## src/hw/rtl/cfd_pkg.sv

```systemverilog
package cfd_pkg;

   localparam int unsigned ADDR_W = 3;
   localparam int unsigned DATA_W = 32;

   localparam logic [15:0] CRC_POLY    = 16'h1021;
   localparam logic [7:0]  MIN_LEN     = 8'd2;
   localparam logic [7:0]  START_RESET = 8'h55;
   localparam logic [15:0] SEED_RESET  = 16'hFFFF;

   // register index, taken from paddr[2]
   localparam logic REG_START_BYTE = 1'b0;
   localparam logic REG_CRC_SEED   = 1'b1;

   typedef enum logic [2:0] {
      PH_HUNT    = 3'd0,
      PH_LEN     = 3'd1,
      PH_PAYLOAD = 3'd2,
      PH_CRC_HI  = 3'd3,
      PH_CRC_LO  = 3'd4
   } phase_type;

   typedef enum logic [1:0] {
      KIND_PAYLOAD = 2'd0,
      KIND_GOOD    = 2'd1,
      KIND_BAD_LEN = 2'd2,
      KIND_CRC_ERR = 2'd3
   } kind_type;

   typedef struct packed {
      logic [7:0]  start_byte;
      logic [15:0] crc_seed;
   } cfg_type;

   // CRC-16 CCITT, MSB first, one byte
   function automatic logic [15:0] crc_byte(input logic [15:0] crc, input logic [7:0] b);
      logic [15:0] c;
      c = crc ^ {b, 8'h00};
      for (int i = 0; i < 8; i++) begin
         if (c[15]) begin
            c = {c[14:0], 1'b0} ^ CRC_POLY;
         end else begin
            c = {c[14:0], 1'b0};
         end
      end
      return c;
   endfunction

endpackage

```

## src/hw/rtl/cfd_req_if.sv

```systemverilog
interface cfd_req_if;
   logic       valid;
   logic       ready;
   logic [7:0] rx_byte;

   modport source (output valid, output rx_byte, input ready);
   modport sink (input valid, input rx_byte, output ready);
endinterface

```

## src/hw/rtl/cfd_rsp_if.sv

```systemverilog
interface cfd_rsp_if;
   logic       valid;
   logic       ready;
   logic [1:0] kind;
   logic [7:0] data_byte;
   logic [7:0] frame_length;
   logic       frame_end;

   modport source (output valid, output kind, output data_byte, output frame_length,
                   output frame_end, input ready);
   modport sink (input valid, input kind, input data_byte, input frame_length,
                 input frame_end, output ready);
endinterface

```

## src/hw/rtl/cfd_csr.sv

```systemverilog
module cfd_csr (
   input  logic                        clock,
   input  logic                        reset,
   input  logic                        psel,
   input  logic                        penable,
   input  logic                        pwrite,
   input  logic [cfd_pkg::ADDR_W-1:0] paddr,
   input  logic [cfd_pkg::DATA_W-1:0] pwdata,
   output logic [cfd_pkg::DATA_W-1:0] prdata,
   output logic                        pready,
   output cfd_pkg::cfg_type            cfg
);

   cfd_pkg::cfg_type cfg_ff;
   cfd_pkg::cfg_type cfg_in;
   logic             wr_en;
   logic             reg_sel;

   assign pready  = 1'b1;
   assign reg_sel = paddr[2];
   assign wr_en   = psel && penable && pwrite;

   always_comb begin
      cfg_in = cfg_ff;
      if (wr_en) begin
         case (reg_sel)
            cfd_pkg::REG_START_BYTE: cfg_in.start_byte = pwdata[7:0];
            cfd_pkg::REG_CRC_SEED:   cfg_in.crc_seed   = pwdata[15:0];
            default: cfg_in = cfg_ff;
         endcase
      end
   end

   always_ff @(posedge clock) begin
      if (reset) begin
         cfg_ff.start_byte <= cfd_pkg::START_RESET;
         cfg_ff.crc_seed   <= cfd_pkg::SEED_RESET;
      end else begin
         cfg_ff <= cfg_in;
      end
   end

   always_comb begin
      case (reg_sel)
         cfd_pkg::REG_START_BYTE: prdata = {24'h0, cfg_ff.start_byte};
         cfd_pkg::REG_CRC_SEED:   prdata = {16'h0, cfg_ff.crc_seed};
         default:                 prdata = '0;
      endcase
   end

   assign cfg = cfg_ff;

endmodule

```

## src/hw/rtl/cfd_core.sv

```systemverilog
module cfd_core (
   input  logic             clock,
   input  logic             reset,
   input  cfd_pkg::cfg_type cfg,
   cfd_req_if.sink          req_chan,
   cfd_rsp_if.source        rsp_chan
);

   // input stage
   logic       in_valid_ff, in_valid_in;
   logic [7:0] byte_ff, byte_in;
   logic       accept;
   logic       fire;

   // frame state
   cfd_pkg::phase_type phase_ff, phase_in, phase_next;
   logic [15:0] crc_ff, crc_in;
   logic [7:0]  len_ff, len_in;
   logic [7:0]  seen_ff, seen_in;
   logic [7:0]  crc_hi_ff, crc_hi_in;

   // result stage
   logic              out_valid_ff, out_valid_in;
   cfd_pkg::kind_type kind_ff, kind_in, kind_next;
   logic [7:0]        data_ff, data_in, data_next;
   logic [7:0]        flen_ff, flen_in, flen_next;
   logic              end_ff, end_in, end_next;
   logic              emit;

   logic [15:0] crc_upd;
   logic [7:0]  seen_inc;
   logic [15:0] crc_got;

   assign fire              = in_valid_ff && (!out_valid_ff || rsp_chan.ready);
   assign req_chan.ready    = !in_valid_ff || fire;
   assign accept            = req_chan.valid && req_chan.ready;
   assign in_valid_in       = accept || (in_valid_ff && !fire);
   assign byte_in           = accept ? req_chan.rx_byte : byte_ff;

   assign crc_upd  = cfd_pkg::crc_byte(crc_ff, byte_ff);
   assign seen_inc = seen_ff + 8'd1;
   assign crc_got  = {crc_hi_ff, byte_ff};

   always_ff @(posedge clock) begin
      if (reset) begin
         in_valid_ff  <= 1'b0;
         out_valid_ff <= 1'b0;
         phase_ff     <= cfd_pkg::PH_HUNT;
      end else begin
         in_valid_ff  <= in_valid_in;
         out_valid_ff <= out_valid_in;
         phase_ff     <= phase_in;
      end
   end

   always_ff @(posedge clock) begin
      byte_ff   <= byte_in;
      crc_ff    <= crc_in;
      len_ff    <= len_in;
      seen_ff   <= seen_in;
      crc_hi_ff <= crc_hi_in;
      kind_ff   <= kind_in;
      data_ff   <= data_in;
      flen_ff   <= flen_in;
      end_ff    <= end_in;
   end

   always_comb begin
      phase_next = cfd_pkg::PH_HUNT;
      crc_in     = crc_ff;
      len_in     = len_ff;
      seen_in    = seen_ff;
      crc_hi_in  = crc_hi_ff;
      emit       = 1'b0;
      kind_next  = cfd_pkg::KIND_PAYLOAD;
      data_next  = 8'h00;
      flen_next  = 8'h00;
      end_next   = 1'b0;

      case (phase_ff)
         cfd_pkg::PH_LEN: begin
            if (byte_ff < cfd_pkg::MIN_LEN) begin
               phase_next = cfd_pkg::PH_HUNT;
               emit       = 1'b1;
               kind_next  = cfd_pkg::KIND_BAD_LEN;
               flen_next  = byte_ff;
               end_next   = 1'b1;
            end else begin
               phase_next = cfd_pkg::PH_PAYLOAD;
               crc_in     = crc_upd;
               len_in     = byte_ff;
               seen_in    = 8'h00;
            end
         end
         cfd_pkg::PH_PAYLOAD: begin
            crc_in     = crc_upd;
            seen_in    = seen_inc;
            phase_next = (seen_inc >= len_ff) ? cfd_pkg::PH_CRC_HI : cfd_pkg::PH_PAYLOAD;
            emit       = 1'b1;
            kind_next  = cfd_pkg::KIND_PAYLOAD;
            data_next  = byte_ff;
         end
         cfd_pkg::PH_CRC_HI: begin
            crc_hi_in  = byte_ff;
            phase_next = cfd_pkg::PH_CRC_LO;
         end
         cfd_pkg::PH_CRC_LO: begin
            phase_next = cfd_pkg::PH_HUNT;
            emit       = 1'b1;
            kind_next  = (crc_got == crc_ff) ? cfd_pkg::KIND_GOOD : cfd_pkg::KIND_CRC_ERR;
            flen_next  = len_ff;
            end_next   = 1'b1;
         end
         default: begin
            // hunting; unused codes land here too
            if (byte_ff == cfg.start_byte) begin
               crc_in     = cfd_pkg::crc_byte(cfg.crc_seed, byte_ff);
               phase_next = cfd_pkg::PH_LEN;
            end
         end
      endcase

      // hold everything unless the byte in the input stage moves on
      if (!fire) begin
         crc_in    = crc_ff;
         len_in    = len_ff;
         seen_in   = seen_ff;
         crc_hi_in = crc_hi_ff;
      end
   end

   assign phase_in     = fire ? phase_next : phase_ff;
   assign out_valid_in = fire ? emit : (out_valid_ff && !rsp_chan.ready);
   assign kind_in      = (fire && emit) ? kind_next : kind_ff;
   assign data_in      = (fire && emit) ? data_next : data_ff;
   assign flen_in      = (fire && emit) ? flen_next : flen_ff;
   assign end_in       = (fire && emit) ? end_next  : end_ff;

   assign rsp_chan.valid        = out_valid_ff;
   assign rsp_chan.kind         = kind_ff;
   assign rsp_chan.data_byte    = data_ff;
   assign rsp_chan.frame_length = flen_ff;
   assign rsp_chan.frame_end    = end_ff;

endmodule

```

## src/hw/rtl/crc_frame_deframer.sv

```systemverilog
// Length-prefixed frame deframer with CRC-16 CCITT check. Each received byte enters through
// req_chan; bytes are dropped until one equals the start_byte register, then a length byte
// (2 to 255), that many payload bytes and a big-endian CRC-16 (poly 0x1021, MSB first,
// seeded from crc_seed, covering start, length and payload) are expected. Every payload byte
// comes out on rsp_chan as kind 0 as soon as it is processed; the frame closes with one status
// transaction (kind 1 good, 2 bad length, 3 CRC mismatch) carrying frame_end and frame_length.
// On kind 2 or 3 the consumer discards the frame; the deframer resumes hunting with the next
// byte. The block takes one byte per clock cycle while rsp_chan does not stall; a single
// byte-wide CRC update sits between the input register and the result register. Registers:
// start_byte at address 0, crc_seed at address 4; write them only while no frame is in flight.
module crc_frame_deframer (
   input  logic                        clock,
   input  logic                        reset,
   cfd_req_if.sink                     req_chan,
   cfd_rsp_if.source                   rsp_chan,
   input  logic                        psel,
   input  logic                        penable,
   input  logic                        pwrite,
   input  logic [cfd_pkg::ADDR_W-1:0] paddr,
   input  logic [cfd_pkg::DATA_W-1:0] pwdata,
   output logic [cfd_pkg::DATA_W-1:0] prdata,
   output logic                        pready
);

   cfd_pkg::cfg_type cfg;

   cfd_csr u_csr (
      .clock   (clock),
      .reset   (reset),
      .psel    (psel),
      .penable (penable),
      .pwrite  (pwrite),
      .paddr   (paddr),
      .pwdata  (pwdata),
      .prdata  (prdata),
      .pready  (pready),
      .cfg     (cfg)
   );

   cfd_core u_core (
      .clock    (clock),
      .reset    (reset),
      .cfg      (cfg),
      .req_chan (req_chan),
      .rsp_chan (rsp_chan)
   );

endmodule
```

## src/flat_wrapper.sv

```systemverilog
// flat-port wrapper written by rule: the top's interface ports become plain ports
module crc_frame_deframer_flat 
  (clock, reset, psel, penable, pwrite, paddr, pwdata, prdata, pready, req_chan_valid, req_chan_rx_byte, req_chan_ready, rsp_chan_valid, rsp_chan_kind, rsp_chan_data_byte, rsp_chan_frame_length, rsp_chan_frame_end, rsp_chan_ready);
  cfd_req_if req_chan_i ();
  cfd_rsp_if rsp_chan_i ();
  input  logic clock;
  input  logic reset;
  input  logic psel;
  input  logic penable;
  input  logic pwrite;
  input  logic [cfd_pkg::ADDR_W-1:0] paddr;
  input  logic [cfd_pkg::DATA_W-1:0] pwdata;
  output logic [cfd_pkg::DATA_W-1:0] prdata;
  output logic pready;
  input wire logic [$bits(req_chan_i.valid)-1:0] req_chan_valid;
  input wire logic [$bits(req_chan_i.rx_byte)-1:0] req_chan_rx_byte;
  output wire logic [$bits(req_chan_i.ready)-1:0] req_chan_ready;
  output wire logic [$bits(rsp_chan_i.valid)-1:0] rsp_chan_valid;
  output wire logic [$bits(rsp_chan_i.kind)-1:0] rsp_chan_kind;
  output wire logic [$bits(rsp_chan_i.data_byte)-1:0] rsp_chan_data_byte;
  output wire logic [$bits(rsp_chan_i.frame_length)-1:0] rsp_chan_frame_length;
  output wire logic [$bits(rsp_chan_i.frame_end)-1:0] rsp_chan_frame_end;
  input wire logic [$bits(rsp_chan_i.ready)-1:0] rsp_chan_ready;
  assign req_chan_i.valid = req_chan_valid;
  assign req_chan_i.rx_byte = req_chan_rx_byte;
  assign req_chan_ready = req_chan_i.ready;
  assign rsp_chan_valid = rsp_chan_i.valid;
  assign rsp_chan_kind = rsp_chan_i.kind;
  assign rsp_chan_data_byte = rsp_chan_i.data_byte;
  assign rsp_chan_frame_length = rsp_chan_i.frame_length;
  assign rsp_chan_frame_end = rsp_chan_i.frame_end;
  assign rsp_chan_i.ready = rsp_chan_ready;
  crc_frame_deframer u_core (.clock(clock), .reset(reset), .req_chan(req_chan_i), .rsp_chan(rsp_chan_i), .psel(psel), .penable(penable), .pwrite(pwrite), .paddr(paddr), .pwdata(pwdata), .prdata(prdata), .pready(pready));
endmodule
```

## config.mk

```make
export PLATFORM = sky130hd
export DESIGN_NAME = crc_frame_deframer_flat
export DESIGN_NICKNAME = d
export VERILOG_FILES = /design/src/hw/rtl/cfd_pkg.sv /design/src/hw/rtl/cfd_req_if.sv /design/src/hw/rtl/cfd_rsp_if.sv /design/src/hw/rtl/cfd_csr.sv /design/src/hw/rtl/cfd_core.sv /design/src/hw/rtl/crc_frame_deframer.sv /design/src/flat_wrapper.sv
export SDC_FILE = /design/constraint.sdc
export NUM_CORES = 1
export LEC_CHECK = 0
export ABC_AREA = 1
export BUFFER_PORTS_ARGS = -buffer_cell sky130_fd_sc_hd__buf_2
export CORE_ASPECT_RATIO = 2
export CORE_UTILIZATION = 55
export CTS_BUF_LIST = sky130_fd_sc_hd__clkbuf_16
export CTS_CLUSTER_DIAMETER = 100
export CTS_CLUSTER_SIZE = 14
export DETAILED_ROUTE_END_ITERATION = 8
export HOLD_SLACK_MARGIN = 0.02
export PLACE_DENSITY = 0.79
export SLEW_MARGIN = 20
export SYNTH_ARGS = -nofsm -noshare
export SYNTH_HDL_FRONTEND = slang
export SYNTH_HIERARCHICAL = 1
export SYNTH_SLANG_ARGS = --single-unit
```

## constraint.sdc

```tcl
create_clock -name clock -period 6.7 [get_ports clock]
set_input_delay 1.675 -clock clock [delete_from_list [all_inputs] [get_ports clock]]
set_output_delay 1.675 -clock clock [all_outputs]
set_load 0.005 [all_outputs]
```

==> results.md <==
* Hold WS at 507 ps
* Worst setup path startpoint: paddr[2]
* Core Region at 0.00970 mm2
* Chip Height at 143 um
* Max IR drop VDD at between 100 and 150 uV
* Post-DRT Antenna Nets at 0
* Slowest-stage cell, CP: buf_2
* Worst slew pin tran at 898 ps
* GR Util met3 at 0.0487
* Number of synthesized flops with an enable pin at between 60 and 70
* Initial antenna violation count at 0
* Vias per cell at between 4 and 5
* Final worst path period need at roughly 4200 ps
* # setup viols final at 0
* I/O pins at 104
* Drt first pass iters at 4
* Average wire per standard cell at 13.9 um
* Leak Pwr at 0.00282 uW
* TritonCTS buffer count at 9
* Syn-to-layout area delta at 9.96%
* Clock latency on the worst-skew pair at 350 ps
* Ys async rst share at 0
* Final worst setup slack at 2510 ps
* Ys flop type: edfxtp_1
* Power per cell area at 207 mW/mm2
* Via count at 3929
* Synth unique cells at 35
* Crit. End Element: output port
* CTS H-tree depth at 3
* Hold_buf cts at 0
* Max frequency at about 240 MHz
* Clock tree buffer depth at 2
* Largest net degree at the start of global routing at 25
* Status: completed
* Fill count at between 800 and 900
* Yosys top cell area share at 0.368
* Root Buffer: clkbuf_16
* DP HPWL at 8610 um
* Worst path cell trace: buf_2 > inv_6 > nand2_1 > nand2_1 > buf_2
* Worst R2R Start: u_core/u_core/byte_ff[4]
* Drt drc at 0
* Buf/Inv on CP at 3
* Worst Setup Start Kind: primary input
* First-pass GRT wire length at ~18000 um
* Worst Hold Class: register to register
* Crit Path Max Fanout at 19
* Number of synthesis warnings at 6
* Sequential share of the synthesized area at 0.474
* Die area at 0.0104 mm2
* Skew final at 9.42 ps
* Mapped Area at 0.00547 mm2
* # Post-CTS Setup Buffers at 0
* R2r worst-path depth at 5
* GRT Max-Usage Layer: met2
* Gpl congestion at 0.895
* CTS tree: yes
* Synth area leader: edfxtp_1
* Antenna diodes at 0
* Total GRT Usage at 0.240
* Hold Vio Cnt, Final at 0
* Top cells by area, synth: edfxtp_1 37%, nand2_1 11%, dfxtp_1 11%
* FF-to-FF End: u_core/u_core/rsp_chan.kind[1]
* RSZ-0062 raised after global routing: no
* R2r setup slk at approximately 4300 ps
* Hold_sp: u_core/u_csr/cfg[9]
* Syn avg cell area at between 9 and 10 um2
* Slew HR at 0.400
* Grt met2 use at 0.438
* Pre-CTS WS at 2510 ps
* DR iter-0 viols at between 150 and 200
* Worst path max stage delay at 400 ps
* Ratio of cells with drive above 1 in the final layout at 0.212
* Post-synthesis register bit count at 96
* Most common cell in the netlist: nand2_1
* Arrival time worst endpoint at roughly 2500 ps
* Starting Density at 0.563
* Clock slew at reported path FFs at around 60 ps
* Clock sinks at 96
* Met1 Usage GRT at 0.244
* Max Cap Violations at 0
* Critical path class: primary input to output port
* Sum Neg Setup Slack at 0 ps
* Vias in the first global route at 3933
* Count of input and output buffers at 68
* Overflow after GRT at 0
* Synth top cells by count: 160 x nand2_1, 78 x inv_1, 67 x edfxtp_1
* Crit path to: prdata[6]
* Die width at ~72 um
* Post-cts gate resize count at 0
* CP required at 5030 ps
* Slew Limit Fails at 0
* Gate Count Post-Synth at 605
* Final period util at 0.625
* Final wirelength at 11200 um
* Cell row count at 51
* Top delay family on crit path: buffers and inverters
* Cell depth of the worst setup path at 5
* Nets at 723
==> kinds of logic (layout without fill, tap and decap cells) <==
kind of cell,after synthesis,after routing,synth area share
and+or+nand+nor,301,301,0.251
buffers and inverters,119,168,0.110
DFF,96,96,0.474
xor gates and xnor gates,54,54,0.120
AOI/OAI and AO/OA,24,24,0.0224
adders and majority gates,9,9,0.0206
other,2,17,0.00137
==> cells in the final DEF (no fill, tap or decap), types with 2 or more instances in the layout <==
cell	count
xor2_4	2
edfxtp_1	67
o21ai_0	9
nor2_4	2
inv_2	6
dfxtp_1	29
nand4_1	6
nor3_1	2
xor2_1	14
inv_1	79
o21ai_1	9
nand3_1	34
clkinv_1	2
nor2_1	57
buf_2	68
xnor2_2	6
nor3_2	2
clkbuf_16	9
xnor2_4	5
nand3_2	12
conb_1	17
xnor2_1	26
ha_1	9
a21oi_1	5
nand2_2	22
nand2_1	160
==> where the power goes <==
part	internal, uW	leakage [uW]	switching [uW]
clock network	245	0.000136	209
registers	644	0.000834	18.8
logic	53.9	0.00185	73.7
total	943	0.00282	302
==> tightest hold or removal path: cells and delay by family (launching register included) <==
kind / cells / cell delay, ps
flip-flops: 1 / 330
AND/OR/NAND/NOR: 2 / 130
==> how the worst min path moves through the flow <==
stage / slack [ps] / endpoint / cells past startpoint
6_report: 510 / u_core/u_csr/cfg[9] / 2
5_1_grt: 530 / u_core/u_csr/cfg[9] / 2
4_1_cts: 510 / u_core/u_csr/cfg[0] / 2
3_5_place_dp: 500 / u_core/u_csr/cfg[9] / 2
3_3_place_gp: 490 / u_core/u_csr/cfg[20] / 2
2_1_floorplan: 440 / u_core/u_core/crc_hi_ff[2] / 0
==> per-stage QoR <==
stage	util	cell area [um2]	instances	power [uW]
2_1_floorplan	-	5520	620	775
3_3_place_gp	0.593	5750	785	798
5_1_grt	0.620	6010	801	1300
3_5_place_dp	0.593	5750	785	802
4_1_cts	0.620	6010	801	1250
6_report	0.620	6010	801	1240
==> routing by layer <==
layer,vias up,wire (um)
li1,1970,-
met1,1807,3980
met2,121,6230
met3,31,436
met4,0,520
met5,-,0
==> flip-flops by register name, summed over array words and instances (netlist names) <==
| signal | count |
|---|---|
| u_core/u_core/phase_ff | 3 |
| u_core/u_core/rsp_chan.kind | 2 |
| u_core/u_core/rsp_chan.frame_length | 8 |
| u_core/u_core/rsp_chan.data_byte | 8 |
| u_core/u_core/seen_ff | 8 |
| u_core/u_csr/cfg | 24 |
| u_core/u_core/crc_ff | 16 |
| u_core/u_core/rsp_chan.valid | 1 |
| u_core/u_core/rsp_chan.frame_end | 1 |
| u_core/u_core/crc_hi_ff | 8 |
| u_core/u_core/len_ff | 8 |
| u_core/u_core/byte_ff | 8 |
| u_core/u_core/in_valid_ff | 1 |
==> layout make-up <==
type                            instances  area, um2  area share
Tap cell                              132        165      0.0275
Inverter                               83        317      0.0527
Clock buffer                            9        225      0.0375
Multi-Input combinational cell        405       2330       0.388
Sequential cell                        96       2590       0.431
Timing Repair Buffer                   69        348      0.0579
Clock inverter                          7       30.0     0.00500
No activity file was read; power rests on OpenSTA's default activity.
